===== config.mk =====
export PLATFORM = sky130hd
export DESIGN_NAME = bounded_deque_with_positional_edit_flat
export DESIGN_NICKNAME = d
export VERILOG_FILES = /design/src/hw/rtl/bdq_pkg.sv /design/src/hw/rtl/bdq_if.sv /design/src/hw/rtl/bdq_controller.sv /design/src/hw/rtl/bdq_datapath.sv /design/src/hw/rtl/bounded_deque_with_positional_edit.sv /design/src/flat_wrapper.sv
export SDC_FILE = /design/constraint.sdc
export NUM_CORES = 1
export LEC_CHECK = 0
export BUFFER_PORTS_ARGS = -buffer_cell sky130_fd_sc_hd__buf_2
export CORE_MARGIN = 10
export CORE_UTILIZATION = 25
export CTS_CLUSTER_DIAMETER = 150
export CTS_CLUSTER_SIZE = 24
export DETAILED_ROUTE_END_ITERATION = 10
export GPL_ROUTABILITY_DRIVEN = 1
export GPL_TIMING_DRIVEN = 0
export HOLD_SLACK_MARGIN = 0.1
export PLACE_DENSITY = 0.46
export SETUP_SLACK_MARGIN = 0.1
export SLEW_MARGIN = 20
export SYNTH_ARGS = -nofsm -noshare
export SYNTH_HDL_FRONTEND = slang
export SYNTH_SLANG_ARGS = --single-unit

===== constraint.sdc =====
create_clock -name clock -period 10.75 [get_ports clock]
set_input_delay 2.15 -clock clock [delete_from_list [all_inputs] [get_ports clock]]
set_output_delay 2.15 -clock clock [all_outputs]
set_load 0.01 [all_outputs]

===== src/hw/rtl/bdq_pkg.sv =====
// ----------------------------------------------------------------------------
// bdq_pkg
// sizes, operation and status codes and control types of the bounded deque
// ----------------------------------------------------------------------------
package bdq_pkg;

   localparam int DEPTH  = 16;
   localparam int DATA_W = 32;
   localparam int KIND_W = 3;
   localparam int POS_W  = 5;
   localparam int CNT_W  = $clog2(DEPTH + 1);
   localparam int IDX_W  = $clog2(DEPTH);
   localparam int CMP_W  = (CNT_W > POS_W) ? CNT_W : POS_W;
   localparam int STAT_W = 2;

   typedef enum logic [KIND_W-1:0] {
      OP_PUSH_BACK  = 3'd0,
      OP_PUSH_FRONT = 3'd1,
      OP_POP_FRONT  = 3'd2,
      OP_POP_BACK   = 3'd3,
      OP_INSERT     = 3'd4,
      OP_ERASE      = 3'd5,
      OP_CLEAR      = 3'd6,
      OP_QUERY      = 3'd7
   } op_type;

   typedef enum logic [STAT_W-1:0] {
      ST_OK     = 2'd0,
      ST_EMPTY  = 2'd1,
      ST_BADPOS = 2'd2,
      ST_FULL   = 2'd3
   } status_type;

   typedef enum logic {
      CTL_IDLE = 1'b0,
      CTL_HOLD = 1'b1
   } ctl_state_type;

   typedef struct packed {
      logic exec;
   } ctl_cmd_type;

endpackage


===== src/hw/rtl/bdq_if.sv =====
// ----------------------------------------------------------------------------
// bdq channel interfaces
// valid/ready channels for request and response words of the bounded deque
// ----------------------------------------------------------------------------
interface bdq_req_if;
   logic                                valid;
   logic                                ready;
   logic [bdq_pkg::KIND_W-1:0]          kind;
   logic [bdq_pkg::POS_W-1:0]           position;
   logic signed [bdq_pkg::DATA_W-1:0]   value;

   modport source (output valid, output kind, output position, output value, input ready);
   modport sink   (input valid, input kind, input position, input value, output ready);
endinterface

interface bdq_rsp_if;
   logic                                valid;
   logic                                ready;
   logic signed [bdq_pkg::DATA_W-1:0]   front_value;
   logic signed [bdq_pkg::DATA_W-1:0]   back_value;
   logic [bdq_pkg::CNT_W-1:0]           count;
   logic                                is_empty;
   logic [bdq_pkg::STAT_W-1:0]          status;

   modport source (output valid, output front_value, output back_value, output count,
                   output is_empty, output status, input ready);
   modport sink   (input valid, input front_value, input back_value, input count,
                   input is_empty, input status, output ready);
endinterface


===== src/hw/rtl/bdq_controller.sv =====
// ----------------------------------------------------------------------------
// bdq_controller
// tracks whether a response word is held and issues the execute command
// ----------------------------------------------------------------------------
module bdq_controller (
   input  logic                  clock,
   input  logic                  reset,
   input  logic                  req_valid,
   output logic                  req_ready,
   output logic                  rsp_valid,
   input  logic                  rsp_ready,
   output bdq_pkg::ctl_cmd_type  cmd
);

   bdq_pkg::ctl_state_type state_ff;
   bdq_pkg::ctl_state_type state_in;

   always_ff @(posedge clock) begin
      if (reset) begin
         state_ff <= bdq_pkg::CTL_IDLE;
      end else begin
         state_ff <= state_in;
      end
   end

   always_comb begin
      state_in  = state_ff;
      req_ready = 1'b0;
      rsp_valid = 1'b0;
      cmd.exec  = 1'b0;
      case (state_ff)
         bdq_pkg::CTL_IDLE: begin
            req_ready = 1'b1;
            if (req_valid) begin
               cmd.exec = 1'b1;
               state_in = bdq_pkg::CTL_HOLD;
            end
         end
         bdq_pkg::CTL_HOLD: begin
            rsp_valid = 1'b1;
            // next word may enter as the held one leaves
            req_ready = rsp_ready;
            if (rsp_ready) begin
               if (req_valid) begin
                  cmd.exec = 1'b1;
               end else begin
                  state_in = bdq_pkg::CTL_IDLE;
               end
            end
         end
         default: begin
            state_in = bdq_pkg::CTL_IDLE;
         end
      endcase
   end

endmodule


===== src/hw/rtl/bdq_datapath.sv =====
// ----------------------------------------------------------------------------
// bdq_datapath
// row of entry cells that shift or hold in parallel, occupancy and status
// ----------------------------------------------------------------------------
module bdq_datapath (
   input  logic                               clock,
   input  logic                               reset,
   input  bdq_pkg::ctl_cmd_type               cmd,
   input  logic [bdq_pkg::KIND_W-1:0]         kind,
   input  logic [bdq_pkg::POS_W-1:0]          position,
   input  logic signed [bdq_pkg::DATA_W-1:0]  value,
   output logic signed [bdq_pkg::DATA_W-1:0]  front_value,
   output logic signed [bdq_pkg::DATA_W-1:0]  back_value,
   output logic [bdq_pkg::CNT_W-1:0]          count,
   output logic                               is_empty,
   output logic [bdq_pkg::STAT_W-1:0]         status
);

   logic signed [bdq_pkg::DATA_W-1:0] cells_ff [bdq_pkg::DEPTH];
   logic signed [bdq_pkg::DATA_W-1:0] cells_in [bdq_pkg::DEPTH];
   logic [bdq_pkg::CNT_W-1:0]         occ_ff;
   logic [bdq_pkg::CNT_W-1:0]         occ_in;
   bdq_pkg::status_type               status_ff;
   bdq_pkg::status_type               status_in;

   bdq_pkg::op_type                   op;
   logic [bdq_pkg::CMP_W-1:0]         pos_cmp;
   logic [bdq_pkg::CMP_W-1:0]         occ_cmp;
   logic                              full;
   logic                              empty_now;
   logic                              do_ins;
   logic                              do_era;
   logic [bdq_pkg::CNT_W-1:0]         at;
   logic [bdq_pkg::CNT_W-1:0]         last_cnt;

   assign op        = bdq_pkg::op_type'(kind);
   assign pos_cmp   = bdq_pkg::CMP_W'(position);
   assign occ_cmp   = bdq_pkg::CMP_W'(occ_ff);
   assign full      = (occ_ff == bdq_pkg::CNT_W'(bdq_pkg::DEPTH));
   assign empty_now = (occ_ff == '0);

   // operation decode
   always_comb begin
      status_in = bdq_pkg::ST_OK;
      occ_in    = occ_ff;
      do_ins    = 1'b0;
      do_era    = 1'b0;
      at        = '0;
      case (op)
         bdq_pkg::OP_PUSH_BACK: begin
            if (full) begin
               status_in = bdq_pkg::ST_FULL;
            end else begin
               do_ins = 1'b1;
               at     = occ_ff;
               occ_in = occ_ff + bdq_pkg::CNT_W'(1);
            end
         end
         bdq_pkg::OP_PUSH_FRONT: begin
            if (full) begin
               status_in = bdq_pkg::ST_FULL;
            end else begin
               do_ins = 1'b1;
               occ_in = occ_ff + bdq_pkg::CNT_W'(1);
            end
         end
         bdq_pkg::OP_POP_FRONT: begin
            if (empty_now) begin
               status_in = bdq_pkg::ST_EMPTY;
            end else begin
               do_era = 1'b1;
               occ_in = occ_ff - bdq_pkg::CNT_W'(1);
            end
         end
         bdq_pkg::OP_POP_BACK: begin
            if (empty_now) begin
               status_in = bdq_pkg::ST_EMPTY;
            end else begin
               occ_in = occ_ff - bdq_pkg::CNT_W'(1);
            end
         end
         bdq_pkg::OP_INSERT: begin
            if (pos_cmp > occ_cmp) begin
               status_in = bdq_pkg::ST_BADPOS;
            end else if (full) begin
               status_in = bdq_pkg::ST_FULL;
            end else begin
               do_ins = 1'b1;
               at     = bdq_pkg::CNT_W'(pos_cmp);
               occ_in = occ_ff + bdq_pkg::CNT_W'(1);
            end
         end
         bdq_pkg::OP_ERASE: begin
            if (pos_cmp >= occ_cmp) begin
               status_in = bdq_pkg::ST_BADPOS;
            end else begin
               do_era = 1'b1;
               at     = bdq_pkg::CNT_W'(pos_cmp);
               occ_in = occ_ff - bdq_pkg::CNT_W'(1);
            end
         end
         bdq_pkg::OP_CLEAR: begin
            occ_in = '0;
         end
         default: begin
         end
      endcase
   end

   // each cell takes its neighbour, the new word, or holds
   for (genvar g = 0; g < bdq_pkg::DEPTH; g++) begin : g_cell
      always_comb begin
         cells_in[g] = cells_ff[g];
         if (do_ins) begin
            if (bdq_pkg::CNT_W'(g) == at) begin
               cells_in[g] = value;
            end else if (bdq_pkg::CNT_W'(g) > at) begin
               cells_in[g] = cells_ff[(g > 0) ? g - 1 : 0];
            end
         end else if (do_era) begin
            if ((bdq_pkg::CNT_W'(g) >= at) && (g < bdq_pkg::DEPTH - 1)) begin
               cells_in[g] = cells_ff[(g < bdq_pkg::DEPTH - 1) ? g + 1 : g];
            end
         end
      end
   end

   always_ff @(posedge clock) begin
      if (cmd.exec) begin
         cells_ff  <= cells_in;
         status_ff <= status_in;
      end
   end

   always_ff @(posedge clock) begin
      if (reset) begin
         occ_ff <= '0;
      end else if (cmd.exec) begin
         occ_ff <= occ_in;
      end
   end

   // response read straight from the stored state
   assign last_cnt    = occ_ff - bdq_pkg::CNT_W'(1);
   assign front_value = empty_now ? '1 : cells_ff[0];
   assign back_value  = empty_now ? '1 : cells_ff[last_cnt[bdq_pkg::IDX_W-1:0]];
   assign count       = occ_ff;
   assign is_empty    = empty_now;
   assign status      = status_ff;

endmodule


===== src/hw/rtl/bounded_deque_with_positional_edit.sv =====
// ----------------------------------------------------------------------------
// bounded_deque_with_positional_edit
// bounded double-ended queue of signed words with insert and erase by index
// ----------------------------------------------------------------------------
// each request word carries one operation (push or pop at either end, insert
// or erase at a position counted from the front, clear, or query) and returns
// exactly one response word with the front, back, count, empty flag and a
// status; front and back read -1 when empty, a removal from empty, a bad index
// or a push or insert into a full queue is flagged and leaves the queue
// untouched; the entry cells shift or hold in parallel, so with the response
// side taking every word a request is accepted in every cycle, the held
// response register being the only limit
// ----------------------------------------------------------------------------
module bounded_deque_with_positional_edit (
   input  logic       clock,
   input  logic       reset,
   bdq_req_if.sink    req_ch,
   bdq_rsp_if.source  rsp_ch
);

   bdq_pkg::ctl_cmd_type cmd;

   // handshake control: holds one response word, refills as it drains
   bdq_controller u_ctl (
      .clock     (clock),
      .reset     (reset),
      .req_valid (req_ch.valid),
      .req_ready (req_ch.ready),
      .rsp_valid (rsp_ch.valid),
      .rsp_ready (rsp_ch.ready),
      .cmd       (cmd)
   );

   // entry cells, occupancy and status register
   bdq_datapath u_dp (
      .clock       (clock),
      .reset       (reset),
      .cmd         (cmd),
      .kind        (req_ch.kind),
      .position    (req_ch.position),
      .value       (req_ch.value),
      .front_value (rsp_ch.front_value),
      .back_value  (rsp_ch.back_value),
      .count       (rsp_ch.count),
      .is_empty    (rsp_ch.is_empty),
      .status      (rsp_ch.status)
   );

endmodule


===== src/flat_wrapper.sv =====
// flat-port wrapper written by rule: the top's interface ports become plain ports
module bounded_deque_with_positional_edit_flat 
  (clock, reset, req_ch_valid, req_ch_kind, req_ch_position, req_ch_value, req_ch_ready, rsp_ch_valid, rsp_ch_front_value, rsp_ch_back_value, rsp_ch_count, rsp_ch_is_empty, rsp_ch_status, rsp_ch_ready);
  bdq_req_if req_ch_i ();
  bdq_rsp_if rsp_ch_i ();
  input  logic clock;
  input  logic reset;
  input wire logic [$bits(req_ch_i.valid)-1:0] req_ch_valid;
  input wire logic [$bits(req_ch_i.kind)-1:0] req_ch_kind;
  input wire logic [$bits(req_ch_i.position)-1:0] req_ch_position;
  input wire logic [$bits(req_ch_i.value)-1:0] req_ch_value;
  output wire logic [$bits(req_ch_i.ready)-1:0] req_ch_ready;
  output wire logic [$bits(rsp_ch_i.valid)-1:0] rsp_ch_valid;
  output wire logic [$bits(rsp_ch_i.front_value)-1:0] rsp_ch_front_value;
  output wire logic [$bits(rsp_ch_i.back_value)-1:0] rsp_ch_back_value;
  output wire logic [$bits(rsp_ch_i.count)-1:0] rsp_ch_count;
  output wire logic [$bits(rsp_ch_i.is_empty)-1:0] rsp_ch_is_empty;
  output wire logic [$bits(rsp_ch_i.status)-1:0] rsp_ch_status;
  input wire logic [$bits(rsp_ch_i.ready)-1:0] rsp_ch_ready;
  assign req_ch_i.valid = req_ch_valid;
  assign req_ch_i.kind = req_ch_kind;
  assign req_ch_i.position = req_ch_position;
  assign req_ch_i.value = req_ch_value;
  assign req_ch_ready = req_ch_i.ready;
  assign rsp_ch_valid = rsp_ch_i.valid;
  assign rsp_ch_front_value = rsp_ch_i.front_value;
  assign rsp_ch_back_value = rsp_ch_i.back_value;
  assign rsp_ch_count = rsp_ch_i.count;
  assign rsp_ch_is_empty = rsp_ch_i.is_empty;
  assign rsp_ch_status = rsp_ch_i.status;
  assign rsp_ch_i.ready = rsp_ch_ready;
  bounded_deque_with_positional_edit u_core (.clock(clock), .reset(reset), .req_ch(req_ch_i), .rsp_ch(rsp_ch_i));
endmodule

==> results.py, run 1 <==
metrics = {
    "drt": {
        "drt-initial-drc-count": 3943,
        "num_vias": 26410,
        "wirelength_um": 147500,
        "via_per_inst": 5.769,
        "dr.pass1.iters": 6,
        "drc": 0,
        "ant_nets": 0,
        "wl_per_cell_um": 32.22,
    },
    "timing": {
        "setup_viol": 0,
        "finalClockSkew_ps": 21.64,
        "hold_violations": 0,
        "slew_headroom": 0.1640,
        "rsz0062_at_grt": "false",
        "hold-worst-slack_ps": 532.1,
        "worstMarginPinSlew_ps": 1254,
        "period_needed_ps": 9194,
        "fin_crit_sh": 0.8553,
        "fmax_mhz": 108.8,
        "drv_slew": 0,
    },
    "grt": {
        "grt_max_degree": 25,
        "grt_pass1_wl_um": 204500,
        "grt_antenna_before_repair": 4,
        "gr-total-overflow": 0,
        "first_global_vias": 25340,
        "groute.usage.overall": 0.2071,
    },
    "logic_synthesis": {
        "synth_nets": 2852,
        "syn_area_um2": 30650,
        "synth-async-reset-ratio": 0,
        "ys_warn_count": 0,
        "synth_edf_count": 514,
        "ys.flop_type": "edfxtp_1",
        "syn_avg_cell_area_um2": 10.95,
        "synth.distinct_cells": 62,
        "seq_area_frac_synth": 0.5075,
        "synth-seq-cells": 520,
        "netlist_instances": 2800,
    },
    "clock_network": {
        "clkSlewWorstSetupHoldPaths_ps": 90,
        "cts_resized": 0,
        "cts_made_buffers": 25,
        "cts_tree": "built",
        "insertion_delay_ps": 630,
        "cts_setup_buffers": 0,
        "htreeDepth": 1,
        "clock_path_buffers": 3,
        "cts_hold_buf": 0,
        "cts_sinks": 520,
        "cts-root-buf": "clkbuf_16",
    },
    "critical_path": {
        "end_kind": "output port",
        "path_class": "reg -> out",
        "reg2reg_slack_ps": 4070,
        "worstPathRequired_ps": 8600,
        "cp-start-kind": "flop",
        "cp_max_fo": 10,
        "cp.arrival_ps": 7040,
    },
    "power": {
        "ir_worst_vdd_uv": 168.8,
        "p_total_w": 0.005411,
        "p_per_area_nw_per_um2": 155.9,
        "p_leak_nw": 11.23,
    },
    "floorplanning": {
        "die-width_um": 370.1,
        "core_area_um2": 121700,
        "io_pins": 118,
        "die_h_um": 370.1,
        "rows": 128,
        "dieArea_um2": 137000,
        "start_util": 0.2518,
    },
    "placement": {
        "detailed_place.area_um2": 34060,
        "finalWeightedCongestion": 0.9380,
        "dp_hpwl_um": 109700,
        "portBuffers": 85,
    },
    "hold_path": {
        "hp-class": "reg -> reg",
    },
    "finish": {
        "syn_to_final_growth_pct": 13.23,
        "fin_util": 0.2851,
        "final_cell_area_um2": 34700,
        "layout-drive-gt1-share": 0.1884,
        "mostFrequentLayoutCells": "edfxtp_1 (514), nand2_1 (499), nand3_1 (277)",
        "final_nets": 3004,
        "mostFrequentLayoutCell": "edfxtp_1",
    },
    "outcome": {
        "outcome": "complete, no violations",
    },
    "flow_run": {
        "max-cap-violations": 0,
    },
}
## synthesized netlist by cell type (77+ instances only)
library cell | n | area share
nand3_1 | 277 | 0.045
o21ai_0 | 112 | 0.018
buf_2 | 86 | 0.014
mux2i_1 | 98 | 0.032
mux4_2 | 160 | 0.12
nor2_1 | 121 | 0.015
edfxtp_1 | 514 | 0.50
nand2_1 | 499 | 0.061
o211ai_1 | 256 | 0.063
a21oi_1 | 129 | 0.021
a31oi_1 | 77 | 0.016
clkbuf_1 | 154 | 0.019
## where the power goes
group | internal [W] | switching, W
Combinational | 0.000624 | 0.00108
Sequential | 0.00245 | 0.000111
Clock | 0.000421 | 0.000718
## cell families (layout without fill, tap and decap cells)
logic type	after synthesis	in the layout	share of synthesized area
buffers and inverters	303	454	0.04343
multiplexers	290	290	0.1613
XOR/XNOR	4	4	0.001143
adder cells (fa/ha/maj)	8	8	0.003266
AO/OA/AOI/OAI	672	672	0.1385
other	0	3	0
AND/OR/NAND/NOR	1003	1003	0.1448
flip-flops	520	520	0.5075
## cell type report
cell class | instances | area [um^2]
fillers | 12860 | 87010
flip-flops and latches | 520 | 15550
multi-input cells | 1977 | 13890
well taps | 1625 | 2033
plain buffers | 290 | 1306
repair buffers | 125 | 1222
clock buffers | 25 | 625.6
inverters | 13 | 51.30
clock inverters | 1 | 8.758
diodes | 3 | 7.507
## final timing paths
path | start | cells after the start | endpoint
worst max-delay path | u_core.u_dp.count[0] | 12 | rsp_ch_back_value[31]
worst min-delay path | u_core.u_ctl.state_ff | 2 | u_core.u_ctl.state_ff
worst max register to register | u_core.u_dp.count[0] | 18 | u_core.u_dp.cells_ff[494]
worst min register to register | u_core.u_ctl.state_ff | 2 | u_core.u_ctl.state_ff
## registers in the layout, indices dropped and copies added (netlist names)
register	count
u_core.u_ctl.state_ff	1
u_core.u_dp.cells_ff	512
u_core.u_dp.count	5
u_core.u_dp.status	2
## layer usage
layer  track usage  vias up  part of all wire
met5             0        -                 0
met4       0.08509        0             0.049
met3       0.03569      261             0.094
met2        0.3204     1649              0.45
met1        0.2845    13520              0.41
li1              -    10990                 -
## metrics by stage
step | instances | TNS [ps] | setup slack, ps
after floorplan | 2800 | 0 | 3249
after global placement | 4510 | -136310 | -3781
after detailed placement | 4550 | 0 | 2200
after CTS | 4576 | 0 | 1522
after global routing | 4576 | 0 | 1542
final | 4579 | 0 | 1556
## worst max-delay path, cell delays in order (launching register included)
cell      delay (ps)
dfxtp_1          400
buf_2            360
buf_2            440
buf_2            570
clkbuf_2         570
inv_1            130
ha_1             620
buf_1            880
clkbuf_1         940
mux4_2           430
mux4_2           480
or2_2            370
buf_2            170
Note: power is estimated with default switching activity, not from simulation.
==> run 2: changes to the inputs <==
--- a/config.mk
+++ b/config.mk
@@ -8,6 +8,7 @@
 export BUFFER_PORTS_ARGS = -buffer_cell sky130_fd_sc_hd__buf_2
 export CORE_MARGIN = 10
 export CORE_UTILIZATION = 25
+export CTS_BUF_LIST = sky130_fd_sc_hd__clkbuf_8
 export CTS_CLUSTER_DIAMETER = 150
 export CTS_CLUSTER_SIZE = 24
 export DETAILED_ROUTE_END_ITERATION = 10
==> results.py, run 2 (synthesis gave the netlist of run 1 again) <==
metrics = {
    "outcome": {
        "outcome": "complete, no violations",
    },
    "floorplanning": {
        "io_pins": 118,
        "die-width_um": 370.1,
        "dieArea_um2": 137000,
        "start_util": 0.2518,
        "core_area_um2": 121700,
        "rows": 128,
        "die_h_um": 370.1,
    },
    "power": {
        "p_sw_w": 0.001896,
        "pwr-share-seq": 0.494,
        "p_int_w": 0.003290,
        "p_total_w": 0.005186,
        "switching_share": 0.3657,
        "combinationalPowerShare": 0.330,
        "pwr-share-clk": 0.175,
        "ir_worst_vdd_uv": 79.22,
        "p_per_area_nw_per_um2": 150.7,
        "p_leak_nw": 11.11,
    },
    "clock_network": {
        "insertion_delay_ps": 730,
        "cts_made_buffers": 25,
        "cts_hold_buf": 0,
        "cts_sinks": 520,
        "cts_setup_buffers": 0,
        "clkSlewWorstSetupHoldPaths_ps": 130,
        "cts_resized": 0,
        "clock_path_buffers": 3,
        "htreeDepth": 1,
        "cts_tree": "built",
        "cts-root-buf": "clkbuf_8",
    },
    "finish": {
        "final_cell_area_um2": 34420,
        "syn_to_final_growth_pct": 12.30,
        "layout-drive-gt1-share": 0.1891,
        "largest_register": "u_core.u_dp.cells_ff",
        "mostFrequentLayoutCell": "edfxtp_1",
        "largest_reg_flops": 512,
        "fillCellCount": 12900,
        "instances_no_fill": 4577,
        "final_nets": 3004,
        "mostFrequentLayoutCells": "edfxtp_1 (514), nand2_1 (499), nand3_1 (277)",
    },
    "timing": {
        "slew_headroom": 0.1770,
        "fmax_mhz": 107.6,
        "worstMarginPinSlew_ps": 1226,
        "hold-worst-slack_ps": 537.7,
        "rsz0062_at_grt": "false",
        "finalClockSkew_ps": 36.67,
        "setup_ws_ps": 1456,
        "drv_slew": 0,
        "hold_violations": 0,
        "period_needed_ps": 9294,
        "fin_crit_sh": 0.8646,
        "setup_viol": 0,
    },
    "drt": {
        "wirelength_um": 148000,
        "wl_per_cell_um": 32.34,
        "dr.pass1.iters": 6,
        "ant_nets": 0,
        "num_vias": 26450,
        "via_per_inst": 5.778,
        "drc": 0,
        "drt-initial-drc-count": 3948,
        "top_layer_used": "met5",
        "wl_met1_um": 61740,
        "dr_wl_met2_um": 65870,
        "wl_met3_um": 13320,
    },
    "grt": {
        "grt_pass1_wl_um": 204500,
        "grt_antenna_before_repair": 6,
        "first_global_vias": 25400,
        "gr-total-overflow": 0,
        "groute.usage.overall": 0.2071,
        "grt_max_degree": 25,
    },
    "critical_path": {
        "slowest_stage": "clkbuf_1",
        "path_class": "reg -> out",
        "cp_max_fo": 10,
        "cp.arrival_ps": 7140,
        "r2r-end": "u_core.u_dp.cells_ff[495]",
        "end_kind": "output port",
        "cp_slowest_stage_delay_ps": 910,
        "crit_chain": "buf_2, buf_2, buf_2, clkbuf_2, inv_1, ha_1, buf_1, clkbuf_1, mux4_2, mux4_2, or2_2, buf_2",
        "worstPathRequired_ps": 8600,
        "path_common_cell": "buf_2",
        "cp-start-kind": "flop",
        "reg2reg_slack_ps": 4040,
        "worst-r2r-cell-count": 18,
        "r2r_start": "u_core.u_dp.count[0]",
    },
    "flow_run": {
        "max-cap-violations": 0,
    },
    "hold_path": {
        "min_from": "u_core.u_ctl.state_ff",
        "hp-class": "reg -> reg",
        "min_path_cells": 2,
        "whs_endpoint": "u_core.u_ctl.state_ff",
    },
    "placement": {
        "dp_cells": 4550,
        "place_ws_ps": 2200,
        "detailed_place.area_um2": 34060,
        "portBuffers": 85,
        "finalWeightedCongestion": 0.9380,
        "dp_hpwl_um": 109700,
    },
}
## run 2: cell count changes in the layout (fill, tap and decap cells not counted)
cell	change
clkbuf_16	-25
clkbuf_8	+25
clkbuf_2	+2
diode_2	-2
buf_1	-1
clkbuf_1	-1
## run 2: final cells by class
class                      instances  area, um^2  share of cell area
buffer                           290        1309             0.03802
tap                             1625        2033             0.05907
sequential                       520       15550              0.4519
multi-input combinational       1977       13890              0.4037
inverter                          13       51.30            0.001490
timing repair buffer             125        1222             0.03551
clock inverter                     1       8.758           0.0002545
antenna                            1       2.502          0.00007270
clock buffer                      25       344.1            0.009996
## run 2: how the worst max path moves through the flow
stage | startpoint | endpoint
2_1_floorplan | req_ch_position[3] | u_core.u_dp.cells_ff[480]
3_3_place_gp | u_core.u_dp.count[0] | u_core.u_dp.cells_ff[492]
3_5_place_dp | u_core.u_dp.count[0] | rsp_ch_back_value[1]
4_1_cts | u_core.u_dp.count[0] | rsp_ch_back_value[1]
5_1_grt | u_core.u_dp.count[0] | rsp_ch_back_value[31]
6_report | u_core.u_dp.count[0] | rsp_ch_back_value[31]
## run 2: per-layer routing
metal  GRT usage  vias to the layer above
met5           0                        -
met4     0.08524                        2
met2      0.3204                     1620
li1            -                    10980
met3     0.03744                      262
met1      0.2832                    13590
## run 2: per-stage QoR
stage,util,setup TNS [ps]
floorplan,-,0
global route,0.2828,0
finish,0.2828,0
detailed placement,0.2798,0
global placement,0.2720,-136310
CTS,0.2827,0
## run 2: power by group through the flow
stage	combinational [W]	sequential, W	clock [W]
finish	0.00171	0.00256	0.000909
global route	0.00181	0.00258	0.000966
floorplan	0.000952	0.00257	0
CTS	0.00170	0.00256	0.000912
detailed placement	0.00169	0.00261	0
global placement	0.00161	0.00263	0
## run 2: critical path, delay by kind of cell, from the launching register on
kind | cells | cell delay, ps
buf+inv | 8 | 4060
mux | 2 | 910
fa+ha+maj | 1 | 610
flops | 1 | 420
simple gates | 1 | 370
